$ cat src/rtl/core/pip_pkg.sv
package pip_pkg;

  // Default coordinate width and queue depths
  localparam int unsigned COORD_BITS_DEF = 16;
  localparam int unsigned EDGE_Q_DEPTH   = 4;
  localparam int unsigned RES_Q_DEPTH    = 2;

  // Coordinate slots in a vertex record, counted from the LSB, COORD_BITS each
  localparam int unsigned REC_FX     = 0;
  localparam int unsigned REC_FY     = 1;
  localparam int unsigned REC_PX     = 2;
  localparam int unsigned REC_PY     = 3;
  localparam int unsigned REC_VX     = 4;
  localparam int unsigned REC_VY     = 5;
  localparam int unsigned REC_QX     = 6;
  localparam int unsigned REC_QY     = 7;
  localparam int unsigned REC_COORDS = 8;
  localparam int unsigned REC_FLAGS  = 2;

  // Flags that travel at the top of each vertex record
  typedef struct packed {
    logic first;  // opens a polygon: no edge to a previous vertex, parity restarts
    logic last;   // closes a polygon: test closing edge, emit a result
  } rec_flags_t;

endpackage

$ cat src/rtl/core/pip_back.sv
module pip_back #(
  parameter int unsigned COORD_BITS = pip_pkg::COORD_BITS_DEF
) (
  input  logic                                  clk_i,
  input  logic                                  rst_ni,
  input  logic [pip_pkg::REC_COORDS*COORD_BITS+pip_pkg::REC_FLAGS-1:0] rec_i,
  input  logic                                  rec_valid_i,
  output logic                                  rec_pop_o,
  input  logic                                  res_full_i,
  output logic                                  res_push_o,
  output logic                                  res_data_o
);
  import pip_pkg::*;

  localparam int unsigned DW = COORD_BITS + 1;
  localparam int unsigned PW = 2 * DW;
  localparam int unsigned RW = REC_COORDS * COORD_BITS + REC_FLAGS;

  function automatic logic signed [DW-1:0] dif(input logic [COORD_BITS-1:0] a,
                                              input logic [COORD_BITS-1:0] b);
    return $signed({a[COORD_BITS-1], a}) - $signed({b[COORD_BITS-1], b});
  endfunction

  rec_flags_t                   flags;
  logic signed [COORD_BITS-1:0] qx, qy, vx, vy, px, py, fx, fy;
  logic signed [DW-1:0]         a_dy, b_dy;
  logic signed [PW-1:0]         a_l_d, a_r_d, b_l_d, b_r_d;
  logic                         a_en_d, b_en_d;

  logic                         s1_valid_q, s1_valid_d;
  logic                         s1_first_q, s1_last_q;
  logic                         a_en_q, a_dpos_q, b_en_q, b_dpos_q;
  logic signed [PW-1:0]         a_l_q, a_r_q, b_l_q, b_r_q;
  logic                         parity_q, parity_d;
  logic                         a_cross, b_cross, par_next, adv;

  // Stage 0: unpack, straddle tests, cross products.
  // Edge A runs from this vertex to the previous one, edge B from the first to this one.
  always_comb begin
    flags = rec_flags_t'(rec_i[RW-1 -: REC_FLAGS]);
    qx = rec_i[REC_QX*COORD_BITS +: COORD_BITS];
    qy = rec_i[REC_QY*COORD_BITS +: COORD_BITS];
    vx = rec_i[REC_VX*COORD_BITS +: COORD_BITS];
    vy = rec_i[REC_VY*COORD_BITS +: COORD_BITS];
    px = rec_i[REC_PX*COORD_BITS +: COORD_BITS];
    py = rec_i[REC_PY*COORD_BITS +: COORD_BITS];
    fx = rec_i[REC_FX*COORD_BITS +: COORD_BITS];
    fy = rec_i[REC_FY*COORD_BITS +: COORD_BITS];
    a_dy   = dif(py, vy);
    b_dy   = dif(vy, fy);
    a_l_d  = dif(qx, vx) * a_dy;
    a_r_d  = dif(px, vx) * dif(qy, vy);
    b_l_d  = dif(qx, fx) * b_dy;
    b_r_d  = dif(vx, fx) * dif(qy, fy);
    a_en_d = !flags.first && ((vy > qy) != (py > qy));
    b_en_d = flags.last && ((fy > qy) != (vy > qy));
  end

  // Stage 1: compare, toggle parity. A straddling edge never has zero dy.
  always_comb begin
    a_cross  = a_en_q && (a_dpos_q ? (a_l_q < a_r_q) : (a_l_q > a_r_q));
    b_cross  = b_en_q && (b_dpos_q ? (b_l_q < b_r_q) : (b_l_q > b_r_q));
    par_next = (s1_first_q ? 1'b0 : parity_q) ^ a_cross ^ b_cross;
    adv      = s1_valid_q && (!s1_last_q || !res_full_i);
    rec_pop_o = rec_valid_i && (!s1_valid_q || adv);
    priority if (rec_pop_o) begin
      s1_valid_d = 1'b1;
    end else if (adv) begin
      s1_valid_d = 1'b0;
    end else begin
      s1_valid_d = s1_valid_q;
    end
    parity_d   = adv ? par_next : parity_q;
    res_push_o = adv && s1_last_q;
    res_data_o = par_next;
  end

  always_ff @(posedge clk_i or negedge rst_ni) begin
    if (!rst_ni) begin
      s1_valid_q <= 1'b0;
      parity_q   <= 1'b0;
    end else begin
      s1_valid_q <= s1_valid_d;
      parity_q   <= parity_d;
    end
  end

  always_ff @(posedge clk_i) begin
    if (rec_pop_o) begin
      s1_first_q <= flags.first;
      s1_last_q  <= flags.last;
      a_en_q     <= a_en_d;
      b_en_q     <= b_en_d;
      a_dpos_q   <= !a_dy[DW-1];
      b_dpos_q   <= !b_dy[DW-1];
      a_l_q      <= a_l_d;
      a_r_q      <= a_r_d;
      b_l_q      <= b_l_d;
      b_r_q      <= b_r_d;
    end
  end

  a_stall_holds: assert property (@(posedge clk_i) disable iff (!rst_ni)
    (s1_valid_q && !adv) |=> (s1_valid_q && $stable(s1_last_q)))
    else $error("stalled item lost from back stage");

  a_res_room: assert property (@(posedge clk_i) disable iff (!rst_ni)
    res_push_o |-> !res_full_i)
    else $error("result pushed into full queue");

  a_pop_valid: assert property (@(posedge clk_i) disable iff (!rst_ni)
    rec_pop_o |-> rec_valid_i)
    else $error("vertex record taken while none waiting");

endmodule

$ cat config.mk
export PLATFORM = sky130hd
export DESIGN_NAME = pip_back
export DESIGN_NICKNAME = d
export VERILOG_FILES = /design/src/rtl/core/pip_pkg.sv /design/src/rtl/core/pip_back.sv
export SDC_FILE = /design/constraint.sdc
export NUM_CORES = 2
export LEC_CHECK = 0
export BUFFER_PORTS_ARGS = -buffer_cell sky130_fd_sc_hd__buf_2
export CAP_MARGIN = 20
export CORE_MARGIN = 2
export CORE_UTILIZATION = 35
export CTS_CLUSTER_SIZE = 40
export DETAILED_ROUTE_END_ITERATION = 6
export PLACE_DENSITY = 0.49
export SYNTH_ARGS = -nofsm -noshare
export SYNTH_HDL_FRONTEND = slang
export SYNTH_SLANG_ARGS = --single-unit
$ cat constraint.sdc
create_clock -name clk_i -period 6.6 [get_ports clk_i]
set_input_delay 1.32 -clock clk_i [delete_from_list [all_inputs] [get_ports clk_i]]
set_output_delay 1.32 -clock clk_i [all_outputs]
set_load 0.03 [all_outputs]
**After elaboration in Yosys (flattened, before gate mapping)**

Index checks and enable logic that the tools add are counted.

- Register bits: 144
- Bits of input ports: 134
- Output and inout bits: 3
- Logic and storage cells: 56

- $add $sub $neg: 8
- Multipliers: 4
- Magnitude comparators: 7
- Eq/ne operators: 2
- Muxes and demuxes: 5
- Bitwise operators: 2
- Reduce and logical (&&, ||, !) cells: 16

Operator list:

| cell | number |
|---|---|
| 17-bit by 17-bit multiplier with 34-bit output | 4 |
| 16-bit by 16-bit subtractor with 17-bit output | 8 |
| 34-bit > comparator | 2 |
| 34-bit less-than comparator | 2 |
| 16-bit > comparator | 3 |
| 1-bit logical AND | 7 |
| 1-bit zero test | 6 |
| 1-bit 2-to-1 mux | 5 |
| 1-bit logical OR | 2 |
| 1-bit inequality test | 2 |
| 2-bit nonzero test | 1 |
| 1-bit bitwise XOR | 2 |

**Longest topological paths before layout**

- Word-level depth: 6
- Gate-level depth with buffers: 38
- Mapped depth without buffers: 37

**Least setup slack after synthesis**

No wires, ideal clock.

- Path kind: input to register
- Start: input rec_i[96] in the netlist's numbering
- End: register b_l_q[32], data pin
- Library setup time: 258 ps
- Arrival: 9287 ps
- Data required time: 6342 ps
- Slack: -2945 ps
- Stages: 36
- Path buffers: 1
- Path through: inv_1 -> ha_1 -> inv_1 -> fa_1 -> a21o_1 -> a21oi_4 -> nor2b_1 -> o21a_1 -> o41ai_4 -> o21ai_2 -> o41a_1 -> a21oi_2 -> xnor2_1 -> buf_2 -> nand2_1 -> fa_1 -> inv_1 -> fa_1 -> inv_1 -> fa_1 -> inv_1 -> fa_1 -> fa_1 -> inv_1 -> fa_1 -> inv_1 -> ha_1 -> and3_1 -> a221o_1 -> a31o_2 -> a21oi_2 -> o31ai_1 -> a311o_1 -> a31o_2 -> a21oi_1 -> xnor2_1

- Cells in the longest elaborated chain, start to end: 2

Ends and longest elaborated chain:

| item | RTL line | source |
|---|---|---|
| start, declared | pip_back.sv:6 | `input logic [pip_pkg::REC_COORDS*COORD_BITS+pip_pkg::REC_FLAGS-1:0] rec_i,` |
| 16-bit by 16-bit subtractor with 17-bit output | pip_back.sv:21 | `return $signed({a[COORD_BITS-1], a}) - $signed({b[COORD_BITS-1], b});` |
| 17-bit by 17-bit multiplier with 34-bit output | pip_back.sv:53 | `b_l_d = dif(qx, fx) * b_dy;` |
| via b_l_d[32] | pip_back.sv:27 | `logic signed [PW-1:0] a_l_d, a_r_d, b_l_d, b_r_d;` |
| end signal, assigned | pip_back.sv:98 | `b_l_q <= b_l_d;` |
| end, declared | pip_back.sv:33 | `logic signed [PW-1:0] a_l_q, a_r_q, b_l_q, b_r_q;` |

The timed path passes the listed nets, and every way through them passes these cells.
A chain may end at the register's enable or synchronous reset.

**Worst setup path in the final report**

- Start: input rec_i[18] in the netlist's numbering
- End: register b_l_q[32], data pin

Same word-level chain as after synthesis.

==> flow_summary_export.csv <==
group,metric,value,unit
outcome,status,"finished, violations left",
outcome,violations,"negative setup slack",
clock_network,numCtsBuffers,17,
yosys,synth-edff-count,142,
global_route,grt_overflow,0,
timing,fin_setup_tns,-152.63,ns
timing,rsz0062_at_grt,"true",
yosys,yosys-top-cells-area,"fa_1 (43%), ha_1 (13%), inv_1 (9.6%)",
layout,num-fill-cells,15000,
layout,num-nets-final,9389,
timing,fin_crit,8.91,ns
detailed_routing,drt-initial-drc-count,2802,
min_path,min_path_type,"reg -> reg",
timing,max_slew.worst_pin.slew,0.826,ns
detailed_routing,routed_wl,185,mm
setup_path,critPathRequiredTime,6.85,ns
layout,regArea,0.00431,mm^2
die,core,0.156,mm^2
layout,multiInputGateArea,0.0492,mm^2
global_route,grt_pass1_vias,48600,
yosys,synth_top_cell_area_share,43.3,%
timing,finalSetupViolations,100,
layout,drive_above_1_share,32.3,%
timing,fmax,112,MHz
detailed_routing,drtAntennaViolNets,0,
placement,gp_congestion,0.945,
yosys,ys.warnings.count,0,
yosys,ys_seq_elements,144,
clock_network,insertion_delay,0.51,ns
layout,fin_area,0.0756,mm^2
timing,finalHoldViolCount,0,
placement,dp_hpwl,163,mm
timing,period_share,135,%
setup_path,worstPathMaxFanout,4,
detailed_routing,wl_per_cell,19.3,um
detailed_routing,drc,0,
setup_path,start_kind,"primary input",
yosys,synth_top_area_cell,"fa_1",
layout,area_growth,37.1,%
yosys,synthArstFlopShare,1.39,%
clock_network,cts.root.buffer_cell,"clkbuf_16",
detailed_routing,vias_per_cell,4.77,
yosys,syn_area,0.0551,mm^2
timing,slew_headroom,44.9,%
setup_path,cpPeakStageDelay,0.60,ns
setup_path,critPathArrivalTime,9.16,ns
die,die_area,0.161,mm^2
yosys,syn_avg_cell_area,9.18,um^2
detailed_routing,via_count,45700,
timing,finalMaxSlewViolations,0,
die,start_util,35.3,%
setup_path,crit_type,"in -> reg",
yosys,synthCells,6005,
yosys,synthesis.nets,7883,
global_route,grt_max_degree,132,
layout,final_cell_mix,"inv_1 (1,316), buf_4 (1,247), fa_1 (1,139)",
clock_network,cts_tree,"yes",
global_route,grtUsageTotal,23.4,%
die,fp.dieW,401,um
die,num_rows,145,
layout,layout_commonest_cell,"inv_1",
placement,postPlaceCellArea,0.0697,mm^2
setup_path,critPathSlowestCell,"fa_1",
timing,setup_ws,-2.31,ns
global_route,grt_pass1_wl,285,mm
clock_network,cts_sinks,144,
job,drv_cap,0,
clock_network,cts-htree-levels,4,
yosys,ys_seq_area_share,7.82,%
timing,fin_worst_skew,0.0313,ns
clock_network,cts_buffer_depth,2,
global_route,antenna_found_initial,20,
timing,holdWs,0.546,ns
yosys,synthDistinctLibCells,90,
setup_path,cp_common_cell,"fa_1",
placement,io_buffers,136,
setup_path,worstSetupEndpointType,"flip-flop",
detailed_routing,dr.pass1.iters,6,
die,fp.dieH,401,um
clock_network,holdBufCountCts,0,
clock_network,path_clk_slew,0.08,ns
die,num_io_pins,137,
yosys,synthFlopType,"edfxtp_1",
[repair_timing]
| action | in CTS | in global routing |
|---|---|---|
| gates resized for setup | 552 | 310 |
| pin swaps | 428 | 346 |
| setup buffers | 131 | 93 |
| cloned | 2 | 1 |
| endpoints found under the setup margin | 103 | 105 |
[flip-flops by register name, summed over array words and instances, names as in the netlist, 34 cells and up]
| register | flops |
|---|---|
| b_r_q | 34 |
| b_l_q | 34 |
| a_r_q | 34 |
| a_l_q | 34 |
[final cells by class]
type / count / share of cell area (%)
multi-input cells: 4314 / 65.0
repair buffers: 1620 / 18.0
inverters: 1414 / 7.11
flip-flops and latches: 144 / 5.71
well taps: 2058 / 3.41
clock buffers: 17 / 0.563
clock inverters: 15 / 0.192
diodes: 6 / 0.0199
[cell usage after synthesis, drive strengths merged (4+ instances only)]
| cell type | count |
|---|---|
| o31a | 5 |
| a31o | 12 |
| or3 | 23 |
| clkbuf | 109 |
| and3 | 23 |
| o2111ai | 6 |
| nand2b | 82 |
| nand2 | 673 |
| a221oi | 6 |
| inv | 1413 |
| a21o | 70 |
| a211oi | 30 |
| nand3 | 42 |
| o211ai | 15 |
| edfxtp | 142 |
| buf | 24 |
| mux2i | 6 |
| a21boi | 18 |
| o41ai | 8 |
| o22ai | 4 |
| o21bai | 24 |
| o21ai | 105 |
| xnor2 | 216 |
| or2 | 27 |
| nor3 | 47 |
| o21a | 31 |
| nor2 | 559 |
| a311oi | 4 |
| ha | 552 |
| fa | 1192 |
| o31ai | 14 |
| a21oi | 156 |
| nor4 | 4 |
| and2 | 85 |
| xor2 | 85 |
| a2111oi | 5 |
| nor2b | 100 |
| a31oi | 13 |
| nand4 | 27 |
| a41o | 4 |
| a211o | 6 |
[through the flow]
stage / cells / worst slack, ns / util (%)
after floorplan: 6005 / -2.66 / -
after global routing: 9582 / -2.60 / 48.3
after CTS: 9510 / -2.25 / 47.1
final: 9588 / -2.31 / 48.3
after global placement: 9366 / -3.07 / 44.6
after detailed placement: 9366 / -3.16 / 44.6
[path summary, 6_finish.rpt]
path	startpoint	end	slack (ns)	depth (start not counted)
max in group asynchronous	rst_ni	s1_valid_q	5.92	1
worst min register to register	parity_q	parity_q	0.55	1
worst min-delay path	parity_q	parity_q	0.55	1
min in group asynchronous	rst_ni	parity_q	0.58	1
worst max-delay path	rec_i[18]	b_l_q[32]	-2.31	35
worst max register to register	b_l_q[33]	parity_q	3.08	11
[critical path, delay by kind of cell]
kind / cells / cell delay [ns]
adders and majority gates: 8 / 3.51
AOI/OAI and AO/OA: 13 / 2.56
buffers and inverters: 9 / 1.02
xor gates and xnor gates: 2 / 0.38
and+or+nand+nor: 3 / 0.33
[metal layers]
metal  GRT usage (%)  routed length [um]  up-vias  share of wire (%)
met2            35.7               81300     1038                 44
li1                -                   -    21300                  -
met3            3.61               11600      134                6.3
met4            3.84                2690       12                1.5
met5               0                  57        -              0.031
met1            35.2               89100    23200                 48
[kinds of logic (layout without fill, tap and decap cells)]
| group | Yosys count | count (layout) | synth area share, % |
|---|---|---|---|
| AOI/OAI and AO/OA | 562 | 562 | 7.20 |
| adders and majority gates | 1744 | 1744 | 55.8 |
| buffers and inverters | 1547 | 3066 | 10.6 |
| xor gates and xnor gates | 301 | 301 | 4.81 |
| DFF | 144 | 144 | 7.82 |
| muxes | 8 | 8 | 0.157 |
| other | 0 | 6 | 0 |
| and+or+nand+nor | 1699 | 1699 | 13.6 |
Power is left out: the tool's default activity adds up to more than one toggle a clock period on the data nets, which glitch-free logic cannot reach.
